===== src/hw/rtl/wpm_pkg.sv =====
`timescale 1ns / 1ps

package wpm_pkg;

  localparam int unsigned LenFieldW = 5;
  localparam int unsigned CfgWordW  = 64;

  localparam logic [7:0] CharStar = 8'h2A;
  localparam logic [7:0] CharAny  = 8'h3F;

  typedef enum logic [1:0] {
    CfgCharsLow  = 2'd0,
    CfgCharsHigh = 2'd1,
    CfgLength    = 2'd2
  } cfg_reg_e;

  typedef struct packed {
    logic [7:0] name_char;
    logic       end_of_name;
    logic       empty_name;
  } in_item_t;

  typedef struct packed {
    logic matched;
  } out_item_t;

  typedef struct packed {
    logic [1:0]          index;
    logic [CfgWordW-1:0] wdata;
  } cfg_item_t;

  // ascii lower case folds to upper case, everything else unchanged
  function automatic logic [7:0] fold_char(input logic [7:0] c);
    logic [7:0] r;
    r = c;
    if (c inside {[8'h61 : 8'h7A]}) begin
      r = c - 8'h20;
    end
    return r;
  endfunction

endpackage


===== src/hw/rtl/wpm_chan_if.sv =====
`timescale 1ns / 1ps

interface wpm_chan_if #(
  parameter type payload_t = logic
) ();
  logic     valid;
  logic     ready;
  payload_t data;

  modport source (output valid, output data, input ready);
  modport sink   (input valid, input data, output ready);
endinterface


===== src/hw/rtl/wpm_cfg_regs.sv =====
`timescale 1ns / 1ps

module wpm_cfg_regs import wpm_pkg::*; #(
  parameter int unsigned PATTERN_MAX = 16,
  localparam int unsigned LenW = $clog2(PATTERN_MAX + 1)
) (
  input  logic                        clk_i,
  input  logic                        rst_ni,
  wpm_chan_if.sink                    cfg_i,
  output logic [PATTERN_MAX-1:0][7:0] pat_char_o,
  output logic [PATTERN_MAX-1:0]      pat_star_o,
  output logic [PATTERN_MAX-1:0]      pat_any_o,
  output logic [PATTERN_MAX:0]        empty_row_o,
  output logic [LenW-1:0]             len_o,
  output logic                        cfg_wr_o
);

  logic [PATTERN_MAX-1:0][7:0] char_q;
  logic [PATTERN_MAX-1:0]      star_q;
  logic [PATTERN_MAX-1:0]      any_q;
  logic [LenW-1:0]             len_q;
  logic                        cfg_fire;
  logic [LenFieldW-1:0]        len_field;

  assign cfg_i.ready = 1'b1;
  assign cfg_fire    = cfg_i.valid && cfg_i.ready;
  assign len_field   = cfg_i.data.wdata[LenFieldW-1:0];

  // pattern bytes are kept folded with their wildcard flags beside them
  always_ff @(posedge clk_i or negedge rst_ni) begin
    if (!rst_ni) begin
      char_q <= '0;
      star_q <= '0;
      any_q  <= '0;
      len_q  <= '0;
    end else if (cfg_fire) begin
      case (cfg_i.data.index)
        CfgCharsLow: begin
          for (int k = 0; k < PATTERN_MAX && k < 8; k++) begin
            char_q[k] <= fold_char(cfg_i.data.wdata[8*k +: 8]);
            star_q[k] <= cfg_i.data.wdata[8*k +: 8] == CharStar;
            any_q[k]  <= cfg_i.data.wdata[8*k +: 8] == CharAny;
          end
        end
        CfgCharsHigh: begin
          for (int k = 8; k < PATTERN_MAX; k++) begin
            char_q[k] <= fold_char(cfg_i.data.wdata[8*(k-8) +: 8]);
            star_q[k] <= cfg_i.data.wdata[8*(k-8) +: 8] == CharStar;
            any_q[k]  <= cfg_i.data.wdata[8*(k-8) +: 8] == CharAny;
          end
        end
        CfgLength: begin
          if (len_field > LenFieldW'(PATTERN_MAX)) begin
            len_q <= LenW'(PATTERN_MAX);
          end else begin
            len_q <= len_field[LenW-1:0];
          end
        end
        default: begin
        end
      endcase
    end
  end

  // empty prefix row: bit j set while the first j pattern bytes are all stars
  always_comb begin
    logic acc;
    empty_row_o = '0;
    empty_row_o[0] = 1'b1;
    for (int j = 1; j <= PATTERN_MAX; j++) begin
      acc = 1'b1;
      for (int k = 0; k < j; k++) begin
        acc = acc & star_q[k];
      end
      empty_row_o[j] = acc;
    end
  end

  assign pat_char_o = char_q;
  assign pat_star_o = star_q;
  assign pat_any_o  = any_q;
  assign len_o      = len_q;
  assign cfg_wr_o   = cfg_fire &&
                      (cfg_i.data.index inside {CfgCharsLow, CfgCharsHigh, CfgLength});

endmodule


===== src/hw/rtl/wpm_core.sv =====
`timescale 1ns / 1ps

module wpm_core import wpm_pkg::*; #(
  parameter int unsigned PATTERN_MAX = 16,
  localparam int unsigned LenW = $clog2(PATTERN_MAX + 1)
) (
  input  logic                        clk_i,
  input  logic                        rst_ni,
  wpm_chan_if.sink                    in_i,
  wpm_chan_if.source                  out_o,
  input  logic [PATTERN_MAX-1:0][7:0] pat_char_i,
  input  logic [PATTERN_MAX-1:0]      pat_star_i,
  input  logic [PATTERN_MAX-1:0]      pat_any_i,
  input  logic [PATTERN_MAX:0]        empty_row_i,
  input  logic [LenW-1:0]             len_i,
  input  logic                        cfg_wr_i
);

  logic                 s1_valid_q;
  in_item_t             s1_item_q;
  logic [PATTERN_MAX:0] row_q;
  logic                 fresh_q;
  logic                 out_valid_q;
  logic                 out_matched_q;

  logic                 in_fire;
  logic                 s1_fire;
  logic                 has_res;
  logic                 out_free;
  logic [PATTERN_MAX:0] cur_row;
  logic [PATTERN_MAX:0] next_row;
  logic [PATTERN_MAX:0] res_row;
  logic                 res_bit;

  // fresh_q means the row is the empty prefix row of the current pattern
  assign cur_row  = fresh_q ? empty_row_i : row_q;
  assign has_res  = s1_item_q.end_of_name || s1_item_q.empty_name;
  assign out_free = !out_valid_q || out_o.ready;
  assign s1_fire  = s1_valid_q && (!has_res || out_free);
  assign in_i.ready = !s1_valid_q || s1_fire;
  assign in_fire  = in_i.valid && in_i.ready;

  // star positions form a carry chain: next[j] = g[j] | p[j] & next[j-1],
  // resolved with a log-depth prefix network
  always_comb begin
    logic [7:0]           c;
    logic [PATTERN_MAX:0] g;
    logic [PATTERN_MAX:0] p;
    logic [PATTERN_MAX:0] g_n;
    logic [PATTERN_MAX:0] p_n;
    c = fold_char(s1_item_q.name_char);
    g = '0;
    p = '0;
    for (int j = 1; j <= PATTERN_MAX; j++) begin
      p[j] = pat_star_i[j-1];
      if (pat_star_i[j-1]) begin
        g[j] = cur_row[j];
      end else begin
        g[j] = (pat_any_i[j-1] || pat_char_i[j-1] == c) && cur_row[j-1];
      end
    end
    for (int s = 1; s <= PATTERN_MAX; s = s * 2) begin
      g_n = g;
      p_n = p;
      for (int j = s; j <= PATTERN_MAX; j++) begin
        g_n[j] = g[j] | (p[j] & g[j-s]);
        p_n[j] = p[j] & p[j-s];
      end
      g = g_n;
      p = p_n;
    end
    next_row = g;
  end

  assign res_row = s1_item_q.empty_name ? empty_row_i : next_row;
  assign res_bit = (len_i == '0) || res_row[len_i];

  always_ff @(posedge clk_i or negedge rst_ni) begin
    if (!rst_ni) begin
      s1_valid_q <= 1'b0;
    end else if (in_fire) begin
      s1_valid_q <= 1'b1;
    end else if (s1_fire) begin
      s1_valid_q <= 1'b0;
    end
  end

  always_ff @(posedge clk_i) begin
    if (in_fire) begin
      s1_item_q <= in_i.data;
    end
  end

  always_ff @(posedge clk_i or negedge rst_ni) begin
    if (!rst_ni) begin
      fresh_q <= 1'b1;
    end else if (cfg_wr_i) begin
      fresh_q <= 1'b1;
    end else if (s1_fire) begin
      fresh_q <= has_res;
    end
  end

  always_ff @(posedge clk_i) begin
    if (s1_fire && !has_res) begin
      row_q <= next_row;
    end
  end

  always_ff @(posedge clk_i or negedge rst_ni) begin
    if (!rst_ni) begin
      out_valid_q <= 1'b0;
    end else if (s1_fire && has_res) begin
      out_valid_q <= 1'b1;
    end else if (out_o.ready) begin
      out_valid_q <= 1'b0;
    end
  end

  always_ff @(posedge clk_i) begin
    if (s1_fire && has_res) begin
      out_matched_q <= res_bit;
    end
  end

  assign out_o.valid = out_valid_q;
  assign out_o.data  = '{matched: out_matched_q};

  a_empty_pattern_matches: assert property (@(posedge clk_i) disable iff (!rst_ni)
    out_valid_q && len_i == '0 |-> out_matched_q)
    else $error("empty pattern gave no match");

  a_row_fresh_after_result: assert property (@(posedge clk_i) disable iff (!rst_ni)
    s1_fire && has_res |=> fresh_q)
    else $error("row not reset after end of name");

  a_row_fresh_after_cfg: assert property (@(posedge clk_i) disable iff (!rst_ni)
    cfg_wr_i |=> fresh_q)
    else $error("row not reset after register write");

  a_stall_only_on_result: assert property (@(posedge clk_i) disable iff (!rst_ni)
    !in_i.ready |-> s1_valid_q && has_res && out_valid_q)
    else $error("input stalled without a waiting result");

endmodule


===== src/hw/rtl/wildcard_pattern_matcher_top.sv =====
`timescale 1ns / 1ps

// channel  modport  payload     transaction
// in_i     sink     in_item_t   one name byte, or one empty-name marker
// out_o    source   out_item_t  match flag at the end of each name
// cfg_i    sink     cfg_item_t  register write, index and 64-bit data
//
// one name byte per cycle outside the input stall below; a result is offered
// after its end-of-name byte passes the input then the output register
// the row update is a single pass of a prefix network over the pattern
// positions between the input register and the row register
// reset leaves an empty pattern and a fresh row; there is no clearing pass
// input stalls only while a result waits on a full output register

module wildcard_pattern_matcher_top import wpm_pkg::*; #(
  parameter int unsigned PATTERN_MAX = 16
) (
  input  logic        clk_i,
  input  logic        rst_ni,
  wpm_chan_if.sink    in_i,
  wpm_chan_if.source  out_o,
  wpm_chan_if.sink    cfg_i
);

  localparam int unsigned LenW = $clog2(PATTERN_MAX + 1);

  logic [PATTERN_MAX-1:0][7:0] pat_char;
  logic [PATTERN_MAX-1:0]      pat_star;
  logic [PATTERN_MAX-1:0]      pat_any;
  logic [PATTERN_MAX:0]        empty_row;
  logic [LenW-1:0]             len;
  logic                        cfg_wr;

  wpm_cfg_regs #(
    .PATTERN_MAX (PATTERN_MAX)
  ) u_cfg_regs (
    .clk_i       (clk_i),
    .rst_ni      (rst_ni),
    .cfg_i       (cfg_i),
    .pat_char_o  (pat_char),
    .pat_star_o  (pat_star),
    .pat_any_o   (pat_any),
    .empty_row_o (empty_row),
    .len_o       (len),
    .cfg_wr_o    (cfg_wr)
  );

  wpm_core #(
    .PATTERN_MAX (PATTERN_MAX)
  ) u_core (
    .clk_i       (clk_i),
    .rst_ni      (rst_ni),
    .in_i        (in_i),
    .out_o       (out_o),
    .pat_char_i  (pat_char),
    .pat_star_i  (pat_star),
    .pat_any_i   (pat_any),
    .empty_row_i (empty_row),
    .len_i       (len),
    .cfg_wr_i    (cfg_wr)
  );

endmodule


===== src/flat_wrapper.sv =====
// flat-port wrapper written by rule: the top's interface ports become plain ports
module wildcard_pattern_matcher_top_flat import wpm_pkg::*;
#(
  parameter int unsigned PATTERN_MAX = 16
)
  (clk_i, rst_ni, in_i_valid, in_i_data, in_i_ready, out_o_valid, out_o_data, out_o_ready, cfg_i_valid, cfg_i_data, cfg_i_ready);
  wpm_chan_if #(.payload_t(in_item_t)) in_i_i ();
  wpm_chan_if #(.payload_t(out_item_t)) out_o_i ();
  wpm_chan_if #(.payload_t(cfg_item_t)) cfg_i_i ();
  input  logic clk_i;
  input  logic rst_ni;
  input wire logic [$bits(in_i_i.valid)-1:0] in_i_valid;
  input wire logic [$bits(in_i_i.data)-1:0] in_i_data;
  output wire logic [$bits(in_i_i.ready)-1:0] in_i_ready;
  output wire logic [$bits(out_o_i.valid)-1:0] out_o_valid;
  output wire logic [$bits(out_o_i.data)-1:0] out_o_data;
  input wire logic [$bits(out_o_i.ready)-1:0] out_o_ready;
  input wire logic [$bits(cfg_i_i.valid)-1:0] cfg_i_valid;
  input wire logic [$bits(cfg_i_i.data)-1:0] cfg_i_data;
  output wire logic [$bits(cfg_i_i.ready)-1:0] cfg_i_ready;
  assign in_i_i.valid = in_i_valid;
  assign in_i_i.data = in_i_data;
  assign in_i_ready = in_i_i.ready;
  assign out_o_valid = out_o_i.valid;
  assign out_o_data = out_o_i.data;
  assign out_o_i.ready = out_o_ready;
  assign cfg_i_i.valid = cfg_i_valid;
  assign cfg_i_i.data = cfg_i_data;
  assign cfg_i_ready = cfg_i_i.ready;
  wildcard_pattern_matcher_top #(.PATTERN_MAX(PATTERN_MAX)) u_core (.clk_i(clk_i), .rst_ni(rst_ni), .in_i(in_i_i), .out_o(out_o_i), .cfg_i(cfg_i_i));
endmodule

===== config.mk =====
export PLATFORM = sky130hd
export DESIGN_NAME = wildcard_pattern_matcher_top_flat
export DESIGN_NICKNAME = d
export VERILOG_FILES = /design/src/hw/rtl/wpm_pkg.sv /design/src/hw/rtl/wpm_chan_if.sv /design/src/hw/rtl/wpm_cfg_regs.sv /design/src/hw/rtl/wpm_core.sv /design/src/hw/rtl/wildcard_pattern_matcher_top.sv /design/src/flat_wrapper.sv
export SDC_FILE = /design/constraint.sdc
export NUM_CORES = 1
export LEC_CHECK = 0
export BUFFER_PORTS_ARGS = -buffer_cell sky130_fd_sc_hd__buf_2
export CAP_MARGIN = 30
export CORE_UTILIZATION = 30
export CTS_BUF_LIST = sky130_fd_sc_hd__clkbuf_4 sky130_fd_sc_hd__clkbuf_8
export DETAILED_ROUTE_END_ITERATION = 16
export PLACE_DENSITY_LB_ADDON = 0.15
export SYNTH_ARGS = -nofsm -noshare
export SYNTH_HDL_FRONTEND = slang
export SYNTH_SLANG_ARGS = --single-unit

===== constraint.sdc =====
create_clock -name clk_i -period 5.6 [get_ports clk_i]
set_input_delay 1.12 -clock clk_i [delete_from_list [all_inputs] [get_ports clk_i]]
set_output_delay 1.12 -clock clk_i [all_outputs]
set_load 0.01 [all_outputs]

==> results.tsv, run 1 <==
metric	value	unit
outcome	completed	
drv_slew	0	
dpl_cell_area	12500	um^2
place.gp.congestion	0.937	
max-vdd-ir-drop	147	uV
fmax	0.221	GHz
yosysSeqAreaShare	43.2	%
grt_first_pass_wirelength	58600	um
hold_buffers	0	
endpoint_kind	flip-flop	
ant_nets	0	
synth.area.top_cells	dfrtp_1 (36%), nand2_1 (9.4%), edfxtp_1 (7.0%)	
portBuffers	83	
grt_pass1_vias	9180	
cts_made_buffers	17	
grt_max_degree	94	
r2r.worst_path.cells	13	
final_layout_size_suffix_gt1_share	15.8	%
yosysMostFrequentCell	nand2_1	
cap_viol_max_count	0	
slowest_stage	edfxtp_1	
synth-async-reset-ratio	86.2	%
syn_nets	1381	
hold_depth	2	
hold_path.class	reg -> reg	
ioPinCount	85	
p_per_area	263	nW/um^2
clkTransAtPathRegs	0.11	ns
dr.pass1.iters	5	
dpl.hpwl	28600	um
worst_pin_slew	0.922	ns
clock-root-buffer	clkbuf_8	
area_delta_synth_final	10.8	%
ys_seq_elements	195	
critical_path_class	reg -> reg	
clk_latency	0.51	ns
fp.dieArea	39500	um^2
grt_util_met1	30.5	%
yosys_warnings	0	
rows	71	
core	37800	um^2
hold_violations	0	
setup_tns	0	ns
finClkSkew	0.0190	ns
die_x	199	um
synth_edf_count	27	
crit_top_cell	o2111ai_2	
route.detailed.drc	0	
finalCritPeriodShare	80.8	%
routedWlPerCell	20.5	um
clock_sinks	195	
cts_resized	0	
synthTopCellsByCount	nand2_1 (291), dfrtp_1 (167), o21ai_0 (115)	
start_kind	flip-flop	
p_total	0.00338	W
use_met3	3.00	%
h-tree-depth	4	
overflow	0	
ys_types	97	
period_minus_slack	4.52	ns
met2_usage	29.7	%
cp.required	5.95	ns
drt_iter0_markers	753	
antenna_found_initial	1	
routed_wl	38200	um
ys.flop_type	dfrtp_1	
cts_setup_buffers	0	
die_h	199	um
cp.arrival	4.88	ns
slowest_delay	0.73	ns
timing.hold.ws	0.504	ns
grt_use_total	20.1	%
synth_area_leader_cell	dfrtp_1	
initial_core_util	30.6	%
syn_inst	1290	
path_cells	inv_1 > ha_1 > nand3b_1 > a22oi_4 > nand2_2 > xor2_1 > o41ai_4 > o2111ai_2 > a31oi_4 > o2111ai_2 > a2111oi_2 > o311ai_1 > a21oi_1	
grt_most_used_layer	met1	
syn_avg_cell_area	8.99	um^2
max-clock-path-buffers	2	
antenna_cells	0	
via_count	9626	
tritoncts	yes	
power.leakage	5.43	nW
yosysTopAreaCellShare	36.0	%
setup_viol	0	
syn-cell-area	11600	um^2
fin_area	12800	um^2
rsz0062_at_grt	no	
vias_per_cell	5.17	
cp_max_fo	12	
maxSlewHeadroom	38.6	%
layout.nets	1430	
==> power breakdown <==
part	switching (W)	internal [W]	total, W
clock	0.000571	0.000341	0.000911
combinational	0.000385	0.000295	0.000680
sequential	0.000179	0.00161	0.00179
==> per-layer routing <==
metal | vias up | routed length (um) | share of wire (%)
li1 | 4622 | - | -
met1 | 4753 | 19600 | 51
met2 | 225 | 16700 | 44
met3 | 26 | 1370 | 3.6
met4 | 0 | 524 | 1.4
met5 | - | 0 | 0
==> per-stage QoR <==
step	instances	util, %	worst slack, ns
5_1_grt	1863	33.9	0.861
4_1_cts	1863	33.9	1.09
2_1_floorplan	1290	-	2.17
6_report	1863	33.9	1.08
3_3_place_gp	1831	33.0	1.20
3_5_place_dp	1831	33.0	1.15
==> critical path: cells and delay by family (launching register included) <==
kind            cells  cell delay (ns)
fa+ha+maj           1             0.35
flops               1             0.73
buf+inv             1             0.25
simple gates        2             0.50
xor+xnor            1             0.29
compound gates      8             2.22
==> area by class of cell <==
| type | instances | area (um^2) |
|---|---|---|
| tap | 511 | 639 |
| clock buffer | 19 | 255 |
| inverter | 44 | 165 |
| sequential | 195 | 5020 |
| multi-input combinational | 978 | 6090 |
| clock inverter | 13 | 114 |
| fill | 4040 | 25000 |
| timing repair buffer | 103 | 572 |
==> flip-flops by register name (all words and copies together) (netlist names) <==
name                          flops
u_core.u_core.s1_item_q          10
u_core.u_core.out_o.data          1
u_core.u_core.fresh_q             1
u_core.u_cfg_regs.pat_any_o      16
u_core.u_cfg_regs.pat_star_o     16
u_core.u_cfg_regs.len_o           5
u_core.u_core.row_q              16
u_core.u_core.out_o.valid         1
u_core.u_core.s1_valid_q          1
u_core.u_cfg_regs.pat_char_o    128
==> path summary, 6_finish.rpt <==
path	slack (ns)	from	endpoint
setup / recovery	1.08	u_core.u_core.s1_item_q[7]	u_core.u_core.out_o.data
hold / removal	0.50	u_core.u_cfg_regs.pat_char_o[34]	u_core.u_cfg_regs.pat_char_o[34]
setup reg to reg	1.08	u_core.u_core.s1_item_q[7]	u_core.u_core.out_o.data
hold reg to reg	0.50	u_core.u_cfg_regs.pat_char_o[34]	u_core.u_cfg_regs.pat_char_o[34]
max in group asynchronous	3.75	rst_ni	u_core.u_cfg_regs.pat_star_o[11]
min in group asynchronous	0.70	rst_ni	u_core.u_cfg_regs.pat_char_o[99]
==> cell usage in the layout (no fill, tap or decap), types with 24 or more instances in the layout <==
master / synthesis / routed
nand2_1: 291 / 291
dfrtp_1: 167 / 167
o21ai_0: 115 / 115
buf_2: 13 / 82
xnor2_1: 65 / 65
nor2_1: 51 / 51
xor2_1: 47 / 47
inv_1: 44 / 44
mux2_2: 42 / 42
nand3_1: 38 / 38
a21oi_1: 34 / 34
edfxtp_1: 27 / 27
nor3_1: 24 / 24
==> cells by family (layout without fill, tap and decap cells) <==
logic type	after synthesis	count (layout)	share of synthesized area [%]
xor+xnor	112	112	8.46
simple gates	529	529	21.2
other cells	1	1	0.0323
mux	47	47	4.51
flops	195	195	43.2
compound gates	279	279	17.0
buf+inv	117	179	4.44
fa+ha+maj	10	10	1.08
Note: power is estimated with default switching activity, not from simulation.
==> inputs of run 2 (changes only) <==
==> constraint.sdc (replaced) <==
create_clock -name clk_i -period 4.35 [get_ports clk_i]
set_input_delay 0.87 -clock clk_i [delete_from_list [all_inputs] [get_ports clk_i]]
set_output_delay 0.87 -clock clk_i [all_outputs]
set_load 0.01 [all_outputs]
==> run 2 against run 1 <==
Compared with the run above: sequential power increased by 28%; non-clock buffer count increased by 17; fmax increased by 14%; die area unchanged; cell area increased by 1.5%; critical endpoint unchanged; largest cell class unchanged; highest routed layer unchanged.
==> results.tsv, run 2 (synthesis results as in run 1) <==
metric	value	unit	change
clock-root-buffer	clkbuf_8		unchanged
h-tree-depth	4		unchanged
grt_first_pass_wirelength	58800	um	was 58,600 um
via_count	9736		was 9,626
p_int	0.00301	W	was 0.00225 W
cp.required	4.71	ns	was 5.95 ns
slowest_delay	0.55	ns	was 0.73 ns
drt_iter0_markers	798		was 753
rsz0062_at_grt	no		unchanged
r2r_end	u_core.u_core.out_o.data		unchanged
final_common_cell	nand2_1		unchanged
fmax	0.251	GHz	was 0.221 GHz
hold_buffers	0		unchanged
p_sw	0.00143	W	was 0.00113 W
finalCritPeriodShare	91.6	%	was 80.8%
grt_use_total	20.1	%	about the same
fp.dieArea	39500	um^2	unchanged
clkTransAtPathRegs	0.12	ns	was 0.11 ns
die_h	199	um	unchanged
ioPinCount	85		unchanged
cts_resized	0		unchanged
setup_tns	0	ns	unchanged
rows	71		unchanged
dr.pass1.iters	6		was 5
outcome	completed		unchanged
place.gp.congestion	0.908		was 0.937
p_comb_share	20.5	%	was 20.1%
antenna_cells	0		unchanged
final_layout_size_suffix_gt1_share	16.8	%	was 15.8%
core	37800	um^2	unchanged
overflow	0		unchanged
clk_latency	0.51	ns	about the same
route.detailed.drc	0		unchanged
largest_reg_flops	128		unchanged
cts_made_buffers	17		unchanged
worst_pin_slew	0.825	ns	was 0.922 ns
initial_core_util	30.6	%	unchanged
dpl.hpwl	28700	um	was 28,600 um
start_kind	flip-flop		unchanged
hold_violations	0		unchanged
routedWlPerCell	20.3	um	was 20.5 um
routed_wl	38200	um	about the same
r2r_start	u_core.u_core.s1_item_q[3]		was u_core.u_core.s1_item_q[7]
r2r.worst_path.cells	12		was 13
grt_pass1_vias	9486		was 9,180
cts_setup_buffers	0		unchanged
antenna_found_initial	3		was 1
hold_path.class	in -> async		was reg -> reg
final_cell_mix	nand2_1 (291), dfrtp_1 (167), o21ai_0 (115)		unchanged
portBuffers	83		unchanged
ant_nets	0		unchanged
p_per_area	340	nW/um^2	was 263 nW/um^2
area_delta_synth_final	12.4	%	was 10.8%
die_x	199	um	unchanged
vias_per_cell	5.18		was 5.17
p_clk_share	27.9	%	was 27.0%
power.leakage	5.54	nW	was 5.43 nW
maxSlewHeadroom	45.0	%	was 38.6%
slowest_stage	a2111oi_0		was edfxtp_1
endpoint_kind	flip-flop		unchanged
path_cells	or3_4 > o21a_1 > a2111oi_0 > o21ai_0 > o31ai_1 > buf_4 > or3_1 > o21ai_0 > o21a_1 > a21boi_0 > o311ai_0 > a21oi_1		was inv_1 > ha_1 > nand3b_1 > a22oi_4 > nand2_2 > xor2_1 > o41ai_4 > o2111ai_2 > a31oi_4 > o2111ai_2 > a2111oi_2 > o311ai_1 > a21oi_1
fill_cells	4027		was 4,040
finClkSkew	0.0226	ns	was 0.0190 ns
max-vdd-ir-drop	178	uV	was 147 uV
switching_share	32.2	%	was 33.6%
layout.nets	1447		was 1,430
clock_sinks	195		unchanged
tritoncts	yes		unchanged
crit_family	compound AO/OA/AOI/OAI gates		unchanged
grt_max_degree	121		was 94
setup_viol	0		unchanged
critical_path_class	reg -> reg		unchanged
cap_viol_max_count	0		unchanged
cp_max_fo	5		was 12
regToRegSetupSlack	0.37	ns	was 1.08 ns
period_minus_slack	3.98	ns	was 4.52 ns
max-clock-path-buffers	2		unchanged
cp.arrival	4.34	ns	was 4.88 ns
crit_buf_inv	1		unchanged
pwr-share-seq	51.6	%	was 52.9%
drv_slew	0		unchanged
fin_util	34.5	%	was 33.9%
## run 2: cell count changes in the layout (fill, tap and decap cells not counted)
cell / previous run / this run
clkinv_4: 2 / 1
clkbuf_4: 1 / 4
inv_6: 5 / 3
clkbuf_8: 18 / 17
nor3b_2: 1 / 2
buf_12: 0 / 4
bufinv_16: 0 / 2
inv_8: 3 / 0
nor3b_4: 1 / 0
inv_4: 1 / 0
clkinv_2: 1 / 2
buf_4: 20 / 33
clkinvlp_4: 1 / 3
## run 2: worst max path at each step
stage | startpoint | endpoint | slack, ns | depth (start not counted)
final | u_core.u_core.s1_item_q[3] | u_core.u_core.out_o.data | 0.37 | 12
after detailed placement | u_core.u_core.fresh_q | u_core.u_core.out_o.data | 0.49 | 11
after CTS | u_core.u_core.s1_item_q[3] | u_core.u_core.out_o.data | 0.45 | 12
after global placement | u_core.u_core.s1_item_q[3] | u_core.u_core.out_o.data | 0.50 | 12
after floorplan | u_core.u_core.s1_item_q[7] | u_core.u_core.out_o.data | 0.92 | 14
after global routing | u_core.u_core.s1_item_q[2] | u_core.u_core.out_o.data | 0.10 | 13
## run 2: through the flow
stage               total power (W)  setup WS [ns]  area, um^2  std cells  hold slack, ns
floorplan                   0.00287          0.923       11600       1290           0.442
global placement            0.00323          0.500       12600       1847           0.471
detailed placement          0.00324          0.489       12600       1848           0.475
CTS                         0.00448          0.451       13000       1880           0.436
global route                0.00468          0.101       13000       1880           0.475
finish                      0.00443          0.365       13000       1880           0.421
## run 2: area by class of cell
| cell class | instances | area (um^2) | share of cell area [%] |
|---|---|---|---|
| Multi-Input combinational cell | 978 | 6080 | 46.6 |
| Timing Repair Buffer | 120 | 749 | 5.75 |
| Inverter | 44 | 165 | 1.27 |
| Clock inverter | 11 | 128 | 0.979 |
| Tap cell | 511 | 639 | 4.90 |
| Clock buffer | 21 | 264 | 2.02 |
| Sequential cell | 195 | 5020 | 38.5 |
## run 2: power by group through the flow
stage                     clock network [W]  logic [W]  registers, W
after CTS                           0.00128   0.000915       0.00229
after global placement                    0   0.000907       0.00233
after detailed placement                  0   0.000912       0.00233
final                               0.00124   0.000908       0.00229
after floorplan                           0   0.000636       0.00224
after global routing                0.00134    0.00102       0.00232
## run 2: metal layers
| layer | vias to the layer above | wire length, um | global-route usage [%] |
|---|---|---|---|
| li1 | 4646 | - | - |
| met1 | 4791 | 18900 | 29.2 |
| met2 | 259 | 16700 | 29.8 |
| met3 | 40 | 1900 | 4.14 |
| met4 | 0 | 735 | 5.81 |
| met5 | - | 0 | 0 |
## run 2: worst register-to-register path: cells and delay by family, from the launching register on
kind,cells,cell delay [ns]
AOI/OAI and AO/OA,9,2.53
and+or+nand+nor,2,0.60
DFF,1,0.50
buffers and inverters,1,0.21
==> inputs of run 3 (changes only) <==
--- a/config.mk
+++ b/config.mk
@@ -5,12 +5,14 @@
 export SDC_FILE = /design/constraint.sdc
 export NUM_CORES = 1
 export LEC_CHECK = 0
+export ABC_AREA = 1
 export BUFFER_PORTS_ARGS = -buffer_cell sky130_fd_sc_hd__buf_2
 export CAP_MARGIN = 30
 export CORE_UTILIZATION = 30
 export CTS_BUF_LIST = sky130_fd_sc_hd__clkbuf_4 sky130_fd_sc_hd__clkbuf_8
 export DETAILED_ROUTE_END_ITERATION = 16
 export PLACE_DENSITY_LB_ADDON = 0.15
+export SETUP_SLACK_MARGIN = 0.4
 export SYNTH_ARGS = -nofsm -noshare
 export SYNTH_HDL_FRONTEND = slang
 export SYNTH_SLANG_ARGS = --single-unit
==> run 3 against run 2 <==
Compared with the run above: flip-flop and latch count did not move; core utilization fell by 0.47 points; clock power fell by 7%; critical path type unchanged; highest routed layer unchanged; global-route usage fell by 0.87 points; sequential power fell by 2%; sequential share of layout area rose by 0.81 points; via count rose by 3.7%.
==> results.tsv, run 3 <==
metric	value	unit	change
initial_core_util	30.4	%	was 30.6%
rsz0062_at_grt	no		unchanged
yosysSeqAreaShare	43.8	%	was 43.2%
yosysMostFrequentCell	nand2_1		unchanged
setup_tns	0	ns	unchanged
maxSlewHeadroom	36.0	%	was 45.0%
crit_buf_inv	2		was 1
grt_use_total	19.2	%	was 20.1%
endpoint_kind	flip-flop		unchanged
final_layout_size_suffix_gt1_share	10.8	%	was 16.8%
fin_area	12800	um^2	was 13,000 um^2
cp.required	4.60	ns	was 4.71 ns
hold_violations	0		unchanged
clk_latency	0.50	ns	was 0.51 ns
grt_first_pass_wirelength	56900	um	was 58,800 um
timing.hold.ws	0.405	ns	was 0.421 ns
routed_wl	35800	um	was 38,200 um
dpl_cell_area	12400	um^2	was 12,600 um^2
ys_seq_elements	195		unchanged
antenna_cells	0		unchanged
clkTransAtPathRegs	0.10	ns	was 0.12 ns
synthAdderAreaFrac	1.09	%	was 1.08%
drv_slew	0		unchanged
die_x	197	um	was 199 um
worst_slack	0.773	ns	was 0.365 ns
synth_edf_count	27		unchanged
max-vdd-ir-drop	190	uV	was 178 uV
dr.pass1.iters	6		unchanged
dpl_worst_slack	0.769	ns	was 0.489 ns
vias_per_cell	4.68		was 5.18
ioPinCount	85		unchanged
synth_xor_area_share	4.13	%	was 8.46%
synth_area_leader_cell	dfrtp_1		unchanged
route.detailed.drc	0		unchanged
cts_resized	0		unchanged
power.leakage	6.21	nW	was 5.54 nW
antenna_found_initial	0		was 3
die_h	197	um	was 199 um
r2r_start	u_core.u_core.s1_item_q[6]		was u_core.u_core.s1_item_q[3]
yosysTopAreaCellShare	36.5	%	was 36.0%
layout.nets	1723		was 1,447
fin_util	34.0	%	was 34.5%
via_count	10100		was 9,736
final_common_cell	nand2_1		unchanged
fp.dieArea	38900	um^2	was 39,500 um^2
syn_inst	1571		was 1,290
synth-compound-area-share	13.0	%	was 17.0%
cap_viol_max_count	0		unchanged
synth.area.top_cells	dfrtp_1 (37%), nand2_1 (16%), o21ai_0 (7.9%)		was dfrtp_1 (36%), nand2_1 (9.4%), edfxtp_1 (7.0%)
setup_viol	0		unchanged
synth.mux.area_fraction	0	%	was 4.51%
yosys_warnings	0		unchanged
path_cells	inv_2 > nand3_4 > nand3_4 > nand2_1 > nand2_1 > buf_4 > nand2_1 > nand2_1 > nand3_1 > nand2_1 > nand2_1 > nand2_1 > nand2_1 > nand2_1 > a21oi_1 > nand2_2 > o21ai_1 > o21ai_1 > nand2_1 > nand3_1 > a21oi_1 > a21oi_2		was or3_4 > o21a_1 > a2111oi_0 > o21ai_0 > o31ai_1 > buf_4 > or3_1 > o21ai_0 > o21a_1 > a21boi_0 > o311ai_0 > a21oi_1
slowest_delay	0.64	ns	was 0.55 ns
syn_nets	1662		was 1,381
area_delta_synth_final	11.6	%	was 12.4%
h-tree-depth	4		unchanged
final_cell_mix	nand2_1 (484), inv_1 (211), o21ai_0 (180)		was nand2_1 (291), dfrtp_1 (167), o21ai_0 (115)
synth_top_family_by_area	simple AND/OR/NAND/NOR gates		unchanged
dpl.hpwl	26200	um	was 28,700 um
cp.arrival	3.83	ns	was 4.34 ns
syn-cell-area	11400	um^2	was 11,600 um^2
ys.flop_type	dfrtp_1		unchanged
slowest_stage	edfxtp_1		was a2111oi_0
start_kind	flip-flop		unchanged
critical_path_class	reg -> reg		unchanged
portBuffers	83		unchanged
ant_nets	0		unchanged
core	37600	um^2	was 37,800 um^2
clock-root-buffer	clkbuf_8		unchanged
grt_pass1_vias	9999		was 9,486
tritoncts	yes		unchanged
crit_family	simple AND/OR/NAND/NOR gates		was compound AO/OA/AOI/OAI gates
p_per_area	331	nW/um^2	was 340 nW/um^2
finalCritPeriodShare	82.2	%	was 91.6%
finClkSkew	0.0227	ns	was 0.0226 ns
outcome	completed		unchanged
regToRegSetupSlack	0.77	ns	was 0.37 ns
synthTopCellsByCount	nand2_1 (484), inv_1 (212), o21ai_0 (180)		was nand2_1 (291), dfrtp_1 (167), o21ai_0 (115)
syn_avg_cell_area	7.28	um^2	was 8.99 um^2
rows	71		unchanged
place.gp.congestion	0.881		was 0.908
cp_max_fo	14		was 5
synthSimpleGateAreaFrac	28.0	%	was 21.2%
overflow	0		unchanged
largest_reg_flops	128		unchanged
ys_types	48		was 97
fmax	0.280	GHz	was 0.251 GHz
synth-async-reset-ratio	86.2	%	unchanged
r2r.worst_path.cells	22		was 12
cts_made_buffers	17		unchanged
hold_path.class	in -> async		unchanged
r2r_end	u_core.u_core.out_o.data		unchanged
drt_iter0_markers	528		was 798
period_minus_slack	3.58	ns	was 3.98 ns
worst_pin_slew	0.952	ns	was 0.825 ns
routedWlPerCell	16.6	um	was 20.3 um
clock_sinks	195		unchanged
crit_top_cell	nand2_1		
grt_max_degree	83		was 121
max-clock-path-buffers	2		unchanged
-- run 3: per-stage QoR --
stage / total power, W / std cells
floorplan: 0.00280 / 1571
global placement: 0.00310 / 2121
detailed placement: 0.00312 / 2122
CTS: 0.00427 / 2154
global route: 0.00449 / 2156
finish: 0.00422 / 2156
-- run 3: cells by family after synthesis --
logic type	Yosys count
compound gates	273
xor+xnor	54
fa+ha+maj	10
buf+inv	283
flops	195
other cells	1
simple gates	755
-- run 3: worst max-delay path by stage --
stage                                          start                        to  depth (start not counted)
final                     u_core.u_core.s1_item_q[6]  u_core.u_core.out_o.data                         22
after global routing      u_core.u_core.s1_item_q[2]  u_core.u_core.out_o.data                         26
after CTS                 u_core.u_core.s1_item_q[7]  u_core.u_core.out_o.data                         22
after detailed placement  u_core.u_core.s1_item_q[7]  u_core.u_core.out_o.data                         22
after global placement    u_core.u_core.s1_item_q[7]  u_core.u_core.out_o.data                         22
after floorplan           u_core.u_core.s1_item_q[7]  u_core.u_core.out_o.data                         26
-- run 3: what timing repair did --
action / in CTS / in global routing
endpoints found under the setup margin: 0 / 1
hold buffers: 0 / 0
buffers inserted: 0 / 2
-- run 3: layer usage --
metal / track usage (%) / part of all wire, % / up-vias
met1: 26.3 / 48 / 4730
met3: 2.37 / 3.1 / 35
li1: - / - / 5132
met4: 5.31 / 1.7 / 0
met5: 0 / 0 / -
met2: 31.9 / 47 / 197
-- run 3: worst register-to-register path, delay by kind of cell (launching register included) --
kind / cells / cell delay [ns]
buffers and inverters: 2 / 0.53
AND/OR/NAND/NOR: 15 / 1.48
flip-flops: 1 / 0.64
AO/OA/AOI/OAI: 5 / 0.70
-- run 3: layout make-up --
type	count	area (um^2)
Clock inverter	10	73.8
Inverter	222	835
Timing Repair Buffer	103	617
Sequential cell	195	5020
Multi-Input combinational cell	1093	5310
Fill cell	4049	24800
Tap cell	511	639
Clock buffer	22	284
-- run 3: report_power, final --
part / leakage, nW / total (W) / internal [W] / switching [W]
logic: 3.62 / 0.000823 / 0.000317 / 0.000507
registers: 2.39 / 0.00225 / 0.00207 / 0.000184
clock network: 0.193 / 0.00115 / 0.000451 / 0.000698
